$ cat config.mk
export PLATFORM = sky130hd
export DESIGN_NAME = tga_rle_pixel_decoder_flat
export DESIGN_NICKNAME = d
export VERILOG_FILES = /design/src/trp_pkg.sv /design/src/trp_if.sv /design/src/tga_rle_pixel_decoder.sv /design/src/trp_front.sv /design/src/trp_queue.sv /design/src/trp_back.sv /design/src/flat_wrapper.sv
export SDC_FILE = /design/constraint.sdc
export NUM_CORES = 1
export LEC_CHECK = 0
export ABC_AREA = 1
export BUFFER_PORTS_ARGS = -buffer_cell sky130_fd_sc_hd__buf_2
export CORE_MARGIN = 5
export CORE_UTILIZATION = 40
export DETAILED_ROUTE_END_ITERATION = 10
export PLACE_DENSITY = 0.55
export SETUP_SLACK_MARGIN = 0.2
export SLEW_MARGIN = 30
export SYNTH_ARGS = -nofsm -noshare
export SYNTH_HDL_FRONTEND = slang
export SYNTH_SLANG_ARGS = --single-unit
$ cat constraint.sdc
create_clock -name clk -period 5.1 [get_ports clk]
set_input_delay 0.51 -clock clk [delete_from_list [all_inputs] [get_ports clk]]
set_output_delay 0.51 -clock clk [all_outputs]
set_load 0.01 [all_outputs]
$ cat src/trp_pkg.sv
// trp_pkg: shared types and constants for the TGA RLE pixel decoder.
// No dependencies; compile first.
package trp_pkg;

	localparam int QUEUE_DEPTH = 4;
	localparam int CFG_IDX_W   = 2;
	localparam int CFG_DATA_W  = 16;

	localparam logic [CFG_IDX_W-1:0] REG_RLE_ENABLE = 2'd0;
	localparam logic [CFG_IDX_W-1:0] REG_BPP        = 2'd1;
	localparam logic [CFG_IDX_W-1:0] REG_WIDTH      = 2'd2;
	localparam logic [CFG_IDX_W-1:0] REG_HEIGHT     = 2'd3;

	typedef struct packed {
		logic [31:0] value;
		logic [7:0]  count;
		logic        clip;
		logic [7:0]  rem_lo;
	} pix_entry_t;

endpackage

$ cat src/trp_if.sv
// trp_in_if / trp_out_if: valid/ready channels of the TGA RLE pixel decoder.
// No dependencies.
interface trp_in_if;
	logic       valid;
	logic       ready;
	logic [7:0] data_byte;
	logic       image_start;

	modport source(output valid, output data_byte, output image_start, input ready);
	modport sink(input valid, input data_byte, input image_start, output ready);
endinterface

interface trp_out_if;
	logic        valid;
	logic        ready;
	logic [31:0] pixel_value;
	logic [7:0]  repeat_count;
	logic        last_pixel;

	modport source(output valid, output pixel_value, output repeat_count, output last_pixel,
		input ready);
	modport sink(input valid, input pixel_value, input repeat_count, input last_pixel,
		output ready);
endinterface

$ cat src/tga_rle_pixel_decoder.sv
// Channel   Dir  Payload                                   Transaction when
// in_ch     in   data_byte[7:0], image_start               valid && ready
// out_ch    out  pixel_value[31:0], repeat_count[7:0],     valid && ready
//                last_pixel
// cfg       in   cfg_index[1:0], cfg_wdata[15:0]            cfg_we
//
// One byte per cycle unless the pixel queue is full; a pixel result passes through the queue, then the output register.
// The front parses packets and gathers pixel bytes as each byte is accepted.
// The QDEPTH-entry pixel queue decouples input from output; in_ch.ready drops
// only when it is full. arst_n clears the control state, not the queue or output data; config takes its reset values.
// Depends on trp_pkg, trp_if, trp_front, trp_queue, trp_back.
module tga_rle_pixel_decoder #(
	parameter int QDEPTH = trp_pkg::QUEUE_DEPTH
) (
	input  logic                           clk,
	input  logic                           arst_n,
	trp_in_if.sink                         in_ch,
	trp_out_if.source                      out_ch,
	input  logic                           cfg_we,
	input  logic [trp_pkg::CFG_IDX_W-1:0]  cfg_index,
	input  logic [trp_pkg::CFG_DATA_W-1:0] cfg_wdata
);

	trp_pkg::pix_entry_t push_entry, pop_entry;
	logic                push, pop, full, not_empty;

	trp_front u_front (
		.clk       (clk),
		.arst_n    (arst_n),
		.in_ch     (in_ch),
		.cfg_we    (cfg_we),
		.cfg_index (cfg_index),
		.cfg_wdata (cfg_wdata),
		.q_full    (full),
		.q_push    (push),
		.q_entry   (push_entry)
	);

	trp_queue #(.DEPTH(QDEPTH)) u_queue (
		.clk       (clk),
		.arst_n    (arst_n),
		.push      (push),
		.wr_entry  (push_entry),
		.pop       (pop),
		.rd_entry  (pop_entry),
		.full      (full),
		.not_empty (not_empty)
	);

	trp_back u_back (
		.clk     (clk),
		.arst_n  (arst_n),
		.q_valid (not_empty),
		.q_entry (pop_entry),
		.q_pop   (pop),
		.out_ch  (out_ch)
	);

`ifndef SYNTH
	a_count_range: assert property (@(posedge clk) disable iff (!arst_n)
		out_ch.valid |-> out_ch.repeat_count != 8'd0 && out_ch.repeat_count <= 8'd128)
		else $error("repeat count out of range");
	a_no_overflow: assert property (@(posedge clk) disable iff (!arst_n)
		push |-> !full || pop)
		else $error("pixel queue overflow");
	a_no_underflow: assert property (@(posedge clk) disable iff (!arst_n)
		pop |-> not_empty)
		else $error("pixel queue underflow");
`endif

endmodule

$ cat src/trp_front.sv
// trp_front: configuration registers, packet parser, pixel gather and pixel counter.
// Depends on trp_pkg and trp_in_if.
module trp_front (
	input  logic                              clk,
	input  logic                              arst_n,
	trp_in_if.sink                            in_ch,
	input  logic                              cfg_we,
	input  logic [trp_pkg::CFG_IDX_W-1:0]     cfg_index,
	input  logic [trp_pkg::CFG_DATA_W-1:0]    cfg_wdata,
	input  logic                              q_full,
	output logic                              q_push,
	output trp_pkg::pix_entry_t               q_entry
);

	localparam logic [1:0] PH_HDR    = 2'd0;
	localparam logic [1:0] PH_RAW    = 2'd1;
	localparam logic [1:0] PH_REPEAT = 2'd2;

	logic        rle_q;
	logic [2:0]  bpp_q;
	logic [15:0] width_q, height_q;
	logic [31:0] area_q;
	logic [15:0] mul_a, mul_b;
	logic [31:0] area_d;

	logic [1:0]  phase_q, phase_e, phase_n;
	logic [7:0]  left_q, left_e, left_n;
	logic [1:0]  bpos_q, bpos_e, bpos_n;
	logic [31:0] gather_q, gather_e, gather_n, gather_or;
	logic [31:0] rem_q, rem_e, rem_n;
	logic [2:0]  bpp_eff;
	logic        accept, fire, clip;
	logic [7:0]  count;

	function automatic logic [2:0] eff_bpp(input logic [2:0] b);
		logic [2:0] r;
		r = b;
		if (b == 3'd0) r = 3'd1;
		else if (b > 3'd4) r = 3'd4;
		return r;
	endfunction

	// width*height is formed at the write, so it is ready for the next byte
	always_comb begin
		mul_a  = (cfg_index == trp_pkg::REG_WIDTH) ? cfg_wdata : width_q;
		mul_b  = (cfg_index == trp_pkg::REG_HEIGHT) ? cfg_wdata : height_q;
		area_d = mul_a * mul_b;
	end

	always_ff @(posedge clk or negedge arst_n) begin
		if (!arst_n) begin
			rle_q    <= 1'b1;
			bpp_q    <= 3'd3;
			width_q  <= 16'd1;
			height_q <= 16'd1;
			area_q   <= 32'd1;
		end else if (cfg_we) begin
			case (cfg_index)
				trp_pkg::REG_RLE_ENABLE: rle_q <= cfg_wdata[0];
				trp_pkg::REG_BPP:        bpp_q <= cfg_wdata[2:0];
				trp_pkg::REG_WIDTH: begin
					width_q <= cfg_wdata;
					area_q  <= area_d;
				end
				trp_pkg::REG_HEIGHT: begin
					height_q <= cfg_wdata;
					area_q   <= area_d;
				end
				default: ;
			endcase
		end
	end

	assign in_ch.ready = !q_full;
	assign accept      = in_ch.valid && in_ch.ready;

	always_comb begin
		bpp_eff  = eff_bpp(bpp_q);
		phase_e  = in_ch.image_start ? PH_HDR : phase_q;
		left_e   = in_ch.image_start ? 8'd0 : left_q;
		bpos_e   = in_ch.image_start ? 2'd0 : bpos_q;
		gather_e = in_ch.image_start ? 32'd0 : gather_q;
		rem_e    = in_ch.image_start ? area_q : rem_q;

		gather_or = gather_e | ({24'd0, in_ch.data_byte} << {bpos_e, 3'b000});

		phase_n  = phase_e;
		left_n   = left_e;
		bpos_n   = bpos_e;
		gather_n = gather_e;
		rem_n    = rem_e;
		fire     = 1'b0;
		count    = 8'd1;
		clip     = 1'b0;

		if (rem_e != 32'd0) begin
			if (rle_q && phase_e == PH_HDR) begin
				phase_n  = in_ch.data_byte[7] ? PH_REPEAT : PH_RAW;
				left_n   = in_ch.data_byte[7] ? {1'b0, in_ch.data_byte[6:0]} : in_ch.data_byte;
				bpos_n   = 2'd0;
				gather_n = 32'd0;
			end else if (({1'b0, bpos_e} + 3'd1) < bpp_eff) begin
				bpos_n   = bpos_e + 2'd1;
				gather_n = gather_or;
			end else begin
				bpos_n   = 2'd0;
				gather_n = 32'd0;
				fire     = 1'b1;
				if (rle_q) begin
					if (phase_e == PH_REPEAT) begin
						phase_n = PH_HDR;
						count   = left_e + 8'd1;
					end else if (left_e == 8'd0) begin
						phase_n = PH_HDR;
					end else begin
						left_n = left_e - 8'd1;
					end
				end
				clip  = {24'd0, count} >= rem_e;
				rem_n = clip ? 32'd0 : rem_e - {24'd0, count};
			end
		end
	end

	always_ff @(posedge clk or negedge arst_n) begin
		if (!arst_n) begin
			phase_q  <= PH_HDR;
			left_q   <= 8'd0;
			bpos_q   <= 2'd0;
			gather_q <= 32'd0;
			rem_q    <= 32'd0;
		end else if (accept) begin
			phase_q  <= phase_n;
			left_q   <= left_n;
			bpos_q   <= bpos_n;
			gather_q <= gather_n;
			rem_q    <= rem_n;
		end
	end

	assign q_push         = accept && fire;
	assign q_entry.value  = gather_or;
	assign q_entry.count  = count;
	assign q_entry.clip   = clip;
	assign q_entry.rem_lo = rem_e[7:0];

`ifndef SYNTH
	a_last_empties: assert property (@(posedge clk) disable iff (!arst_n)
		q_push && q_entry.clip |=> rem_q == 32'd0)
		else $error("pixel counter not empty after last pixel");
	a_push_owed: assert property (@(posedge clk) disable iff (!arst_n)
		q_push |-> rem_e != 32'd0)
		else $error("pixel pushed with none owed");
	a_run_len: assert property (@(posedge clk) disable iff (!arst_n)
		phase_q == PH_REPEAT |-> left_q <= 8'd127)
		else $error("repeat run longer than 128");
`endif

endmodule

$ cat src/trp_queue.sv
// trp_queue: short FIFO of decoded pixels between front and back.
// Depends on trp_pkg.
module trp_queue #(
	parameter int DEPTH = trp_pkg::QUEUE_DEPTH
) (
	input  logic                clk,
	input  logic                arst_n,
	input  logic                push,
	input  trp_pkg::pix_entry_t wr_entry,
	input  logic                pop,
	output trp_pkg::pix_entry_t rd_entry,
	output logic                full,
	output logic                not_empty
);

	localparam int PW = (DEPTH > 1) ? $clog2(DEPTH) : 1;
	localparam int CW = $clog2(DEPTH + 1);

	trp_pkg::pix_entry_t mem_q [DEPTH];
	logic [PW-1:0] wr_ptr_q, rd_ptr_q;
	logic [CW-1:0] cnt_q;

	function automatic logic [PW-1:0] bump(input logic [PW-1:0] p);
		return (p == PW'(DEPTH - 1)) ? '0 : p + 1'b1;
	endfunction

	assign full      = cnt_q == CW'(DEPTH);
	assign not_empty = cnt_q != '0;
	assign rd_entry  = mem_q[rd_ptr_q];

	always_ff @(posedge clk) begin
		if (push) mem_q[wr_ptr_q] <= wr_entry;
	end

	always_ff @(posedge clk or negedge arst_n) begin
		if (!arst_n) begin
			wr_ptr_q <= '0;
			rd_ptr_q <= '0;
			cnt_q    <= '0;
		end else begin
			if (push) wr_ptr_q <= bump(wr_ptr_q);
			if (pop) rd_ptr_q <= bump(rd_ptr_q);
			if (push && !pop) cnt_q <= cnt_q + 1'b1;
			else if (pop && !push) cnt_q <= cnt_q - 1'b1;
		end
	end

endmodule

$ cat src/trp_back.sv
// trp_back: takes queued pixels, clips the run at the image end, holds the output register.
// Depends on trp_pkg and trp_out_if.
module trp_back (
	input  logic                clk,
	input  logic                arst_n,
	input  logic                q_valid,
	input  trp_pkg::pix_entry_t q_entry,
	output logic                q_pop,
	trp_out_if.source           out_ch
);

	logic        valid_q;
	logic [31:0] value_q;
	logic [7:0]  count_q;
	logic        last_q;

	assign q_pop = q_valid && (!valid_q || out_ch.ready);

	always_ff @(posedge clk or negedge arst_n) begin
		if (!arst_n) valid_q <= 1'b0;
		else if (q_pop) valid_q <= 1'b1;
		else if (out_ch.ready) valid_q <= 1'b0;
	end

	always_ff @(posedge clk) begin
		if (q_pop) begin
			value_q <= q_entry.value;
			count_q <= q_entry.clip ? q_entry.rem_lo : q_entry.count;
			last_q  <= q_entry.clip;
		end
	end

	assign out_ch.valid        = valid_q;
	assign out_ch.pixel_value  = value_q;
	assign out_ch.repeat_count = count_q;
	assign out_ch.last_pixel   = last_q;

endmodule

$ cat src/flat_wrapper.sv
// flat-port wrapper written by rule: the top's interface ports become plain ports
module tga_rle_pixel_decoder_flat 
#(
	parameter int QDEPTH = trp_pkg::QUEUE_DEPTH
)
  (clk, arst_n, cfg_we, cfg_index, cfg_wdata, in_ch_valid, in_ch_data_byte, in_ch_image_start, in_ch_ready, out_ch_valid, out_ch_pixel_value, out_ch_repeat_count, out_ch_last_pixel, out_ch_ready);
  trp_in_if in_ch_i ();
  trp_out_if out_ch_i ();
  input  logic clk;
  input  logic arst_n;
  input  logic cfg_we;
  input  logic [trp_pkg::CFG_IDX_W-1:0] cfg_index;
  input  logic [trp_pkg::CFG_DATA_W-1:0] cfg_wdata;
  input wire logic [$bits(in_ch_i.valid)-1:0] in_ch_valid;
  input wire logic [$bits(in_ch_i.data_byte)-1:0] in_ch_data_byte;
  input wire logic [$bits(in_ch_i.image_start)-1:0] in_ch_image_start;
  output wire logic [$bits(in_ch_i.ready)-1:0] in_ch_ready;
  output wire logic [$bits(out_ch_i.valid)-1:0] out_ch_valid;
  output wire logic [$bits(out_ch_i.pixel_value)-1:0] out_ch_pixel_value;
  output wire logic [$bits(out_ch_i.repeat_count)-1:0] out_ch_repeat_count;
  output wire logic [$bits(out_ch_i.last_pixel)-1:0] out_ch_last_pixel;
  input wire logic [$bits(out_ch_i.ready)-1:0] out_ch_ready;
  assign in_ch_i.valid = in_ch_valid;
  assign in_ch_i.data_byte = in_ch_data_byte;
  assign in_ch_i.image_start = in_ch_image_start;
  assign in_ch_ready = in_ch_i.ready;
  assign out_ch_valid = out_ch_i.valid;
  assign out_ch_pixel_value = out_ch_i.pixel_value;
  assign out_ch_repeat_count = out_ch_i.repeat_count;
  assign out_ch_last_pixel = out_ch_i.last_pixel;
  assign out_ch_i.ready = out_ch_ready;
  tga_rle_pixel_decoder #(.QDEPTH(QDEPTH)) u_core (.clk(clk), .arst_n(arst_n), .in_ch(in_ch_i), .out_ch(out_ch_i), .cfg_we(cfg_we), .cfg_index(cfg_index), .cfg_wdata(cfg_wdata));
endmodule
# Word level (Yosys, flattened, before mapping)
# Memory sizes are Yosys's and may differ from the RTL's.
# Cells that the tools add are included.
totals:
  n_memories: 1
  output_inout_bits: 43
  ramBits: 196
  ff_bits: 193
op_classes:
  add_sub_neg: 9
  n_shift: 1
  order_cmp: 3
  n_bitwise: 1
  n_eq_ne: 7
  reduce_logical: 23
  muxes: 55
  n_mul: 1
mem_list:
  columns: ["name", "depth", "word_bits", "read_ports", "rd_ports_with_merged_regs", "wr", "line_no", "rtl"]
  rows:
  - ["u_core.u_queue.mem_q", 4, 49, 1, 0, 1, "trp_queue.sv:19", "trp_pkg::pix_entry_t mem_q [DEPTH];"]
ops:
  columns: ["operator", "count"]
  rows:
  - ["$mux 32", 9]
  - ["$mux 8", 16]
  - ["$ge 8x32->1", 1]
  - ["$mul 16x16->32", 1]
  - ["$mux 16", 2]
  - ["$or 32x32->32", 1]
  - ["$reduce_bool 32->1", 1]
  - ["$shl 8x5->32", 1]
  - ["$sub 32x8->32", 1]
  - ["$mux 2", 14]
  - ["$mux 3", 4]
  - ["$eq 2x2->1 const B", 5]
  - ["$mux 1", 10]
  - ["$add 8x1->8 const B", 1]
  - ["$logic_not 8->1", 1]
  - ["$sub 8x1->8 const B", 1]
  - ["$add 2x1->2 const B", 3]
  - ["$logic_and 1x1->1", 6]
  - ["$reduce_and 2->1", 3]
  - ["$logic_not 1->1", 4]
  - ["$logic_not 2->1", 2]
  - ["$reduce_bool 2->1", 2]
  - ["$add 2x1->3 const B", 1]
  - ["$add 3x1->3 const B", 1]
  - ["other kinds (9)", 9]

# Logic depth before layout (Yosys ltp)
# Gate-level depths: netlist of run 1.
logic_depth:
  word_depth: 12
  ltp_mapped: 30
  mapped_depth_nobuf: 28

# Hierarchy
# Synthesis of run 1 repeated with hierarchy kept, for this count alone.
unflattened:
  cells_unflattened: 3324
  area_unflattened_um2: 27829.2
modules_own_cells:
  columns: ["module", "cells_each", "seq_area_each_um2", "area_per_inst_um2", "n_inst"]
  rows:
  - ["trp_front", 2628, 3611.0, 18196.2, 1]
  - ["trp_queue", 624, 6060.8, 8245.4, 1]
  - ["trp_back", 72, 1256.2, 1387.6, 1]

# Least setup slack after synthesis of run 1
# No wires, ideal clock.
synth_timing:
  path_kind: "input port to flip-flop"
  from: "in cfg_index[0] (netlist name)"
  to: "reg u_core.u_front.area_q[16]"
  slack_ns: -1.159
  path_stages: 26
  setup_time_ns: 0.130
  n_path_buf: 3
  arrival_ns: 6.129
  path_cell_list: "inv_1 -> nand2_1 -> clkbuf_1 -> buf_1 -> nand2_1 -> o21ai_0 -> clkbuf_1 -> nand2_1 -> fa_1 -> fa_1 -> fa_1 -> fa_1 -> inv_1 -> fa_1 -> inv_1 -> fa_1 -> inv_1 -> ha_1 -> a21oi_1 -> o21a_1 -> nand3_1 -> nand2_1 -> nand2_1 -> or2_2 -> nand3_1 -> o21ai_0"
synth_via:
  elab_chain_len: 3
synth_rtl:
  columns: ["element", "line_no", "rtl"]
  rows:
  - ["from (decl)", "flat_wrapper.sv:12", "input logic [trp_pkg::CFG_IDX_W-1:0] cfg_index;"]
  - ["$eq 2x2->1 (on tied branches)", "trp_front.sv:45, trp_front.sv:58, trp_front.sv:46", null]
  - ["$mux 16 or $reduce_or 2->1 (tied branches)", null, null]
  - ["$mul 16x16->32 or $reduce_and 2->1 (tied branches)", null, null]
  - ["to (signal assigned)", "trp_front.sv:63", "area_q <= area_d;"]
  - ["to (signal assigned)", "trp_front.sv:67", "area_q <= area_d;"]
  - ["to (decl)", "trp_front.sv:22", "logic [31:0] area_q;"]
# Several ways; a longest one is shown, not always the timed one.
# A chain may end at the register's enable or synchronous reset.

# Worst setup path in the final report of run 1
layout_timing:
  from: "reg u_core.u_front.height_q[4]"
  to: "reg u_core.u_front.area_q[14]"
layout_via:
  elab_chain_len: 2
layout_rtl:
  columns: ["element", "line_no", "rtl"]
  rows:
  - ["from (decl)", "trp_front.sv:21", "logic [15:0] width_q, height_q;"]
  - ["from (signal assigned)", "trp_front.sv:66", "height_q <= cfg_wdata;"]
  - ["$mux 16", null, null]
  - ["$mul 16x16->32", "trp_front.sv:47", "area_d = mul_a * mul_b;"]
# No other way between the ends.

==> reports/qor.txt, run 1 <==
number of primary I/O pins: 75
met2 track demand over resource: 39.6%
Final Max Tran Viols: 0
Least-Margin Pin Slew: 1.03 ns
ratio of final minimum period to clock period: 107%
Hold Path End: u_core.u_back.out_ch.valid
post-synthesis cell type count: 43
Placed Cells: 4238
endpoint kind of the worst setup timing path: flop
data required time of the worst path: 5.55 ns
Avg Inst Size Synth: 8.51 um2
core box area: 67000 um2
worst r2r src: u_core.u_front.height_q[4]
Iter 0 DRT Violations: 1680
fraction of final layout cells with drive strength greater than 1: 20.8%
async set-reset flop share out of synthesis: 39.1%
WL final: 82.2 mm
initial core utilization: 40.3%
cell count after synthesis: 3176
number of hold-slack violations in the final timing report: 0
Synth-to-Final Area Change: 23.3%
Clock Tree Root: sky130_fd_sc_hd__clkbuf_16
hold crit path type: in2reg
clock insertion delay at the later pin of the skew report: 0.60 ns
synthesized area: 27000 um2
clock slew seen by the registers of the worst setup and hold paths: 0.06 ns
met1 global-route usage: 29.5%
worst setup slack before clock tree synthesis: -1.36 ns
violated checks: setup timing
destination of the worst register-to-register timing path: u_core.u_front.area_q[14]
final critical delay including setup and external delays: 5.45 ns
CTS buffer count: 44
Post-synth EDFFs: 237
per-cell routed wire length: 18.8 um
r2r setup slk: -0.35 ns
RSZ-0062 raised after global routing: yes
antenna cells: 0
min-delay src: out_ch_ready
cell with the largest stage delay on the worst path: sky130_fd_sc_hd__fa_1
sequential share of the synthesized area: 40.4%
delay of the slowest cell on the worst path: 0.54 ns
last weighted congestion value of the routability-driven placer: 0.895
maximum vdd drop: 0.702 mV
remaining number of nets flagged by the antenna check after routing: 0
kind of cell adding the most delay to the critical path: adder cells
Worst Setup Start Kind: flop
post-synthesis sequential element count: 389
Hold Path Stages: 2
antenna violations before repair: 1
worst path buffer plus inverter count: 8
critical path start-end classification: reg2reg
post-layout utilization of the core: 49.7%
worst rel slew slack: 30.8%
clock skew: 0.0393 ns
vias per cell: 5.12
quantity of I/O buffers inserted on ports: 74
H-tree levels: 2
number of synthesis warnings: 0
chip width: 270 um
Die Ht: 270 um
Top Usage Layer GRT: met2
critical path data arrival time: 5.90 ns
maximum number of pins on one net before global-route repair: 122
largest fanout on the critical path: 5
least setup slack across all paths after layout: -0.346 ns
Leakage: 15.0 nW
GRT Overall Usage: 22.4%
DRC violation count after routing: 0
HPWL reported at the end of detailed placement: 61.0 mm
post-synth net total: 3528
Row Count: 95
vias in the first global route: 23200
cell count of the worst reg-to-reg path: 25
first-pass GRT wire length: 130 mm
fraction of met3 tracks used by global routing: 2.35%
commonest register cell after synthesis: sky130_fd_sc_hd__edfxtp_1
detailed-router iteration count before antenna repair: 5
most repeated library cell on the critical path: sky130_fd_sc_hd__fa_1
clock tree from TritonCTS: built
power per standard cell area: 659 nW/um2
NumNets Final: 3826
run status: finished with violations
total clock sinks: 389
global route total overflow: 0
Finished Layout Cells: 4383
highest clock rate: 184 MHz
number of maximum-capacitance violations: 0
overall die area: 72900 um2
final count of negative-setup-slack endpoints: 20
count of vias placed by the detailed router: 22500
CTS Buffer Depth: 3
==> layout by cell type (no fill, tap or decap), types with 50 or more instances in the layout <==
| cell type | instances |
|---|---|
| sky130_fd_sc_hd__nand3_1 | 96 |
| sky130_fd_sc_hd__inv_1 | 375 |
| sky130_fd_sc_hd__o21ai_0 | 247 |
| sky130_fd_sc_hd__edfxtp_1 | 237 |
| sky130_fd_sc_hd__buf_4 | 254 |
| sky130_fd_sc_hd__nand2_1 | 725 |
| sky130_fd_sc_hd__dfrtp_1 | 145 |
| sky130_fd_sc_hd__buf_2 | 71 |
| sky130_fd_sc_hd__nor2_1 | 401 |
| sky130_fd_sc_hd__fa_1 | 183 |
| sky130_fd_sc_hd__o22ai_1 | 50 |
| sky130_fd_sc_hd__a21oi_1 | 62 |
| sky130_fd_sc_hd__ha_1 | 109 |
==> Yosys cell counts, drive strengths merged (2+ instances only) <==
cell type | n | share of area (%)
nand2 | 776 | 11
dfstp | 6 | 0.58
nor3 | 19 | 0.39
xnor2 | 16 | 0.52
o22ai | 50 | 1.2
o21ai | 316 | 5.9
fa | 196 | 15
or2 | 6 | 0.14
ha | 124 | 5.7
nand3b | 12 | 0.33
xor2 | 6 | 0.19
nor2 | 459 | 6.7
clkinv | 12 | 0.17
dfrtp | 146 | 14
a21oi | 83 | 1.5
inv | 425 | 5.9
buf | 36 | 0.88
nand3 | 104 | 2.0
edfxtp | 237 | 26
o21bai | 3 | 0.083
nand4 | 26 | 0.60
a21o | 3 | 0.083
clkbuf | 88 | 1.2
o211ai | 2 | 0.056
a31oi | 20 | 0.46
==> where the power goes <==
group	internal (W)	switching (W)	total (W)	leakage (nW)
logic	0.00561	0.00813	0.0137	10.2
clock network	0.00201	0.00137	0.00338	0.756
registers	0.00445	0.000407	0.00486	4.09
total	0.0121	0.00991	0.0220	15.0
==> layout make-up <==
cell class / instances / area, um2
clock buffer: 52 / 1160
inverter: 437 / 1690
timing repair buffer: 371 / 2970
sequential: 389 / 10900
timing repair inverter: 3 / 22.5
fill: 6401 / 33700
multi-input combinational: 2228 / 15100
tap: 873 / 1090
clock inverter: 30 / 385
==> worst max path at each step <==
stage | slack [ns] | cells past startpoint | end | from
6_report | -0.35 | 25 | u_core.u_front.area_q[14] | u_core.u_front.height_q[4]
5_1_grt | -0.58 | 26 | u_core.u_front.area_q[30] | u_core.u_front.height_q[11]
4_1_cts | -0.34 | 23 | u_core.u_front.area_q[20] | u_core.u_front.height_q[10]
3_5_place_dp | -1.36 | 27 | u_core.u_front.area_q[31] | cfg_index[0]
3_3_place_gp | -1.31 | 25 | u_core.u_front.area_q[23] | cfg_index[0]
2_1_floorplan | -0.43 | 28 | u_core.u_front.area_q[29] | cfg_index[0]
==> per-layer routing <==
metal	up-vias	share of wire (%)	wire length, um
met5	-	0.016	13
li1	10800	-	-
met1	11100	43	35600
met3	113	4.0	3270
met2	478	50	41200
met4	2	2.6	2160
==> state kept, by name, indices dropped and copies added (netlist names) <==
register,count
u_core.u_front.bpp_q,3
u_core.u_front.rle_q,1
u_core.u_queue.rd_ptr_q,2
u_core.u_front.height_q,16
u_core.u_back.out_ch.last_pixel,1
u_core.u_front.area_q,32
u_core.u_back.out_ch.pixel_value,32
u_core.u_front.gather_q,32
u_core.u_front.bpos_q,2
u_core.u_queue.wr_ptr_q,2
u_core.u_back.out_ch.repeat_count,8
u_core.u_queue.cnt_q,3
u_core.u_front.rem_q,32
u_core.u_queue.mem_q,196
u_core.u_front.phase_q,2
u_core.u_front.width_q,16
u_core.u_back.out_ch.valid,1
u_core.u_front.left_q,8
==> stage by stage <==
step / instance area [um2] / setup TNS (ns) / hold WS [ns] / total power, W
2_1_floorplan: 27800 / -6.39 / 0.214 / 0.0125
3_3_place_gp: 30400 / -25.31 / 0.446 / 0.0169
3_5_place_dp: 30500 / -25.81 / 0.444 / 0.0170
4_1_cts: 33000 / -5.20 / 0.0951 / 0.0215
5_1_grt: 33300 / -10.32 / 0.108 / 0.0237
6_report: 33300 / -5.52 / 0.116 / 0.0220
==> repair_timing <==
action                                  in CTS  in global routing
resized for setup                          154                 53
buffers inserted                            38                 18
hold buffers                                 1                  0
cloned                                       6                  0
pin swaps                                   53                 40
endpoints found under the hold margin       31                  0
endpoints found under the setup margin      24                 24
==> cells by family (layout without fill, tap and decap cells) <==
family                   count (synthesis)  after routing  share of synthesized area [%]
XOR/XNOR                                22             22                          0.713
AND/OR/NAND/NOR                       1403           1405                           21.1
flip-flops                             389            389                           40.4
AO/OA/AOI/OAI                          481            481                           9.34
adder cells (fa/ha/maj)                320            320                           20.3
buffers and inverters                  561            893                           8.17
==> worst register-to-register path, cell delays in order (launching register included) <==
cell and delay (ns):
sky130_fd_sc_hd__dfrtp_1 0.38, sky130_fd_sc_hd__nand2_2 0.08, sky130_fd_sc_hd__o21ai_4 0.11, sky130_fd_sc_hd__clkinvlp_4 0.21, sky130_fd_sc_hd__buf_4 0.18, sky130_fd_sc_hd__nor2_2 0.08, sky130_fd_sc_hd__fa_1 0.43, sky130_fd_sc_hd__inv_2 0.08
sky130_fd_sc_hd__fa_2 0.44, sky130_fd_sc_hd__fa_2 0.37, sky130_fd_sc_hd__fa_1 0.49, sky130_fd_sc_hd__inv_1 0.06, sky130_fd_sc_hd__fa_1 0.54, sky130_fd_sc_hd__inv_1 0.05, sky130_fd_sc_hd__fa_1 0.50, sky130_fd_sc_hd__inv_2 0.05
sky130_fd_sc_hd__ha_4 0.26, sky130_fd_sc_hd__a21oi_4 0.13, sky130_fd_sc_hd__buf_4 0.13, sky130_fd_sc_hd__o21ai_4 0.06, sky130_fd_sc_hd__a21oi_2 0.12, sky130_fd_sc_hd__o21ai_2 0.09, sky130_fd_sc_hd__buf_4 0.14, sky130_fd_sc_hd__or2_4 0.24
sky130_fd_sc_hd__nand3_2 0.06, sky130_fd_sc_hd__o21ai_1 0.07
Power figures use the tool's default switching activity.
==> inputs of run 2 (changes only) <==
--- a/config.mk
+++ b/config.mk
@@ -10,7 +10,7 @@
 export CORE_MARGIN = 5
 export CORE_UTILIZATION = 40
 export DETAILED_ROUTE_END_ITERATION = 10
-export PLACE_DENSITY = 0.55
+export PLACE_DENSITY = 0.53
 export SETUP_SLACK_MARGIN = 0.2
 export SLEW_MARGIN = 30
 export SYNTH_ARGS = -nofsm -noshare
==> constraint.sdc (replaced) <==
create_clock -name clk -period 7.1 [get_ports clk]
set_input_delay 0.71 -clock clk [delete_from_list [all_inputs] [get_ports clk]]
set_output_delay 0.71 -clock clk [all_outputs]
set_load 0.01 [all_outputs]
==> run 2 against run 1 <==
Against the previous run:
- sequential cell count unchanged
- setup slack improved by 1.1 ns
- final cell count decreased by 5.0%
- utilization is 4.6 points lower
- the flow now finishes without violations
==> reports/qor.txt, run 2 (synthesized netlist as in run 1, its figures left out) <==
run status: finished, final reports clean (was finished with violations)
number of maximum-capacitance violations: 0 (unchanged)
first-pass GRT wire length: 125 mm (was 130 mm)
Placed Cells: 4084 (was 4238)
met2 layer wire length in the routed design: 38.7 mm (was 41.2 mm)
Die Ht: 270 um (unchanged)
vias in the first global route: 22200 (was 23200)
most common cell after layout, fill and taps aside: sky130_fd_sc_hd__nand2_1 (unchanged)
GRT Overall Usage: 21.4% (was 22.4%)
data required time of the worst path: 7.54 ns (was 5.55 ns)
clock insertion delay at the later pin of the skew report: 0.59 ns (was 0.60 ns)
clock slew seen by the registers of the worst setup and hold paths: 0.05 ns (was 0.06 ns)
largest fanout on the critical path: 32 (was 5)
total of hold buffers inserted after clock tree synthesis: 0 (was 1)
vias per cell: 5.24 (was 5.12)
final standard cell area without fillers: 30200 um2 (was 33300 um2)
H-tree levels: 2 (unchanged)
detailed-router iteration count before antenna repair: 5 (unchanged)
total chip power: 0.0128 W (was 0.0220 W)
max reg flops: 196 (unchanged)
highest clock rate: 157 MHz
worst rel slew slack: 31.3% (was 30.8%)
maximum number of pins on one net before global-route repair: 84 (was 122)
least setup slack across all paths after layout: 0.745 ns (was -0.346 ns)
worst setup slack before clock tree synthesis: 0.228 ns (was -1.36 ns)
Area after DPL: 28700 um2 (was 30500 um2)
NumNets Final: 3609 (was 3826)
hold crit path type: in2async (was in2reg)
CTS Buffer Depth: 3 (unchanged)
final critical delay including setup and external delays: 6.35 ns
Final Max Tran Viols: 0 (unchanged)
count of vias placed by the detailed router: 21800 (was 22500)
post-cts repair resize count: 0 (was 154)
fraction of final layout cells with drive strength greater than 1: 8.84% (was 20.8%)
maximum vdd drop: 0.307 mV (was 0.702 mV)
setup tns final: 0 ns (was -5.52 ns)
DRC violation count after routing: 0 (unchanged)
RSZ-0062 raised after global routing: no (was yes)
WL final: 77.8 mm (was 82.2 mm)
top metal layer carrying routed signals: met4 (was met5)
number of primary I/O pins: 75 (unchanged)
most frequent cells in the layout: 765 x sky130_fd_sc_hd__nand2_1, 439 x sky130_fd_sc_hd__nor2_1, 415 x sky130_fd_sc_hd__inv_1, 286 x sky130_fd_sc_hd__o21ai_0, 237 x sky130_fd_sc_hd__edfxtp_1 (was 725 x sky130_fd_sc_hd__nand2_1, 401 x sky130_fd_sc_hd__nor2_1, 375 x sky130_fd_sc_hd__inv_1, 254 x sky130_fd_sc_hd__buf_4, 247 x sky130_fd_sc_hd__o21ai_0)
antenna violations before repair: 1 (unchanged)
global route total overflow: 0 (unchanged)
Synth-to-Final Area Change: 11.8% (was 23.3%)
Leakage: 13.7 nW (was 15.0 nW)
Iter 0 DRT Violations: 1590 (was 1680)
FILL cells: 6617 (was 6401)
number of buffers inserted to repair setup after CTS: 0 (was 38)
r2r setup slk: 0.91 ns (was -0.35 ns)
met3 wire len: 4.44 mm (was 3.27 mm)
Most flops, register: u_core.u_queue.mem_q (unchanged)
final count of negative-setup-slack endpoints: 0 (was 20)
Finished Layout Cells: 4166 (was 4383)
quantity of I/O buffers inserted on ports: 74 (unchanged)
power per standard cell area: 423 nW/um2 (was 659 nW/um2)
endpoint kind of the worst setup timing path: flop (unchanged)
clock tree from TritonCTS: built (unchanged)
initial core utilization: 40.3% (unchanged)
Clock Tree Root: sky130_fd_sc_hd__clkbuf_16 (unchanged)
critical path data arrival time: 6.80 ns (was 5.90 ns)
number of hold-slack violations in the final timing report: 0 (unchanged)
Least-Margin Pin Slew: 1.02 ns (was 1.03 ns)
total clock sinks: 389 (unchanged)
met1 routed wirelength after detailed routing: 32.8 mm (was 35.6 mm)
remaining number of nets flagged by the antenna check after routing: 0 (unchanged)
Row Count: 95 (unchanged)
last weighted congestion value of the routability-driven placer: 0.920 (was 0.895)
per-cell routed wire length: 18.7 um (was 18.8 um)
overall die area: 72900 um2 (unchanged)
core box area: 67000 um2 (unchanged)
ratio of final minimum period to clock period: 89.5%
CTS buffer count: 44 (unchanged)
chip width: 270 um (unchanged)
critical path start-end classification: in2reg (was reg2reg)
Worst Setup Start Kind: input port (was flop)
HPWL reported at the end of detailed placement: 57.5 mm (was 61.0 mm)
clock skew: 0.0446 ns (was 0.0393 ns)
run 2: changes by cell type in the layout (fill, tap and decap cells not counted), moves of 30 or more:
| cell | delta |
|---|---|
| sky130_fd_sc_hd__inv_2 | -31 |
| sky130_fd_sc_hd__o21ai_0 | +39 |
| sky130_fd_sc_hd__inv_1 | +40 |
| sky130_fd_sc_hd__nand2_2 | -30 |
| sky130_fd_sc_hd__nor2_1 | +38 |
| sky130_fd_sc_hd__nand2_1 | +40 |
| sky130_fd_sc_hd__buf_4 | -172 |
run 2: path summary, 6_finish.rpt:
path / depth (start not counted) / end / from
max reg2reg: 23 / u_core.u_front.area_q[17] / u_core.u_front.height_q[4]
max in group asynchronous: 3 / u_core.u_front.rem_q[13] / arst_n
min reg2reg: 2 / u_core.u_front.rem_q[7] / u_core.u_front.rem_q[7]
min: 1 / u_core.u_front.area_q[30] / arst_n
min in group clk: 2 / u_core.u_back.out_ch.valid / out_ch_ready
max: 25 / u_core.u_front.area_q[17] / cfg_index[1]
run 2: cell type report:
class | count | area [um2] | share of cell area (%)
Antenna cell | 1 | 2.50 | 0.00828
Clock buffer | 56 | 1200 | 3.96
Clock inverter | 25 | 369 | 1.22
Inverter | 437 | 1640 | 5.43
Multi-Input combinational cell | 2226 | 13900 | 46.1
Sequential cell | 389 | 10900 | 36.2
Tap cell | 873 | 1090 | 3.61
Timing Repair Buffer | 159 | 1050 | 3.48
run 2: metrics by stage:
step	hold WS, ns	utilization [%]
after floorplan	0.414	-
after global placement	0.461	42.7
after detailed placement	0.466	42.7
after CTS	0.153	45.1
after global routing	0.190	45.1
final	0.157	45.1
run 2: power by group:
| group | total, W | switching, W | internal, W |
|---|---|---|---|
| combinational | 0.00689 | 0.00457 | 0.00231 |
| sequential | 0.00346 | 0.000265 | 0.00320 |
| clock | 0.00243 | 0.000964 | 0.00146 |
| total | 0.0128 | 0.00580 | 0.00697 |
run 2: worst max-delay path: stages:
cell                      delay [ns]
sky130_fd_sc_hd__buf_2          0.12
sky130_fd_sc_hd__nand2_1        0.09
sky130_fd_sc_hd__buf_12         0.17
sky130_fd_sc_hd__o21ai_0        0.28
sky130_fd_sc_hd__inv_1          0.29
sky130_fd_sc_hd__nor2_1         0.21
sky130_fd_sc_hd__fa_1           0.43
sky130_fd_sc_hd__inv_1          0.10
sky130_fd_sc_hd__fa_1           0.44
sky130_fd_sc_hd__fa_1           0.54
sky130_fd_sc_hd__inv_1          0.06
sky130_fd_sc_hd__fa_1           0.48
sky130_fd_sc_hd__fa_1           0.49
sky130_fd_sc_hd__inv_1          0.05
sky130_fd_sc_hd__fa_1           0.48
sky130_fd_sc_hd__inv_1          0.04
sky130_fd_sc_hd__ha_1           0.30
sky130_fd_sc_hd__buf_4          0.13
sky130_fd_sc_hd__nand2_1        0.11
sky130_fd_sc_hd__nor2_1         0.20
sky130_fd_sc_hd__inv_1          0.14
sky130_fd_sc_hd__nor3_1         0.36
sky130_fd_sc_hd__a21oi_1        0.18
sky130_fd_sc_hd__xor2_1         0.26
sky130_fd_sc_hd__o21ai_0        0.11
run 2: per-layer routing:
metal,global-route usage (%),vias up
met2,37.9,594
met4,5.12,0
met1,28.2,10800
met3,2.78,120
li1,-,10300
met5,0,-
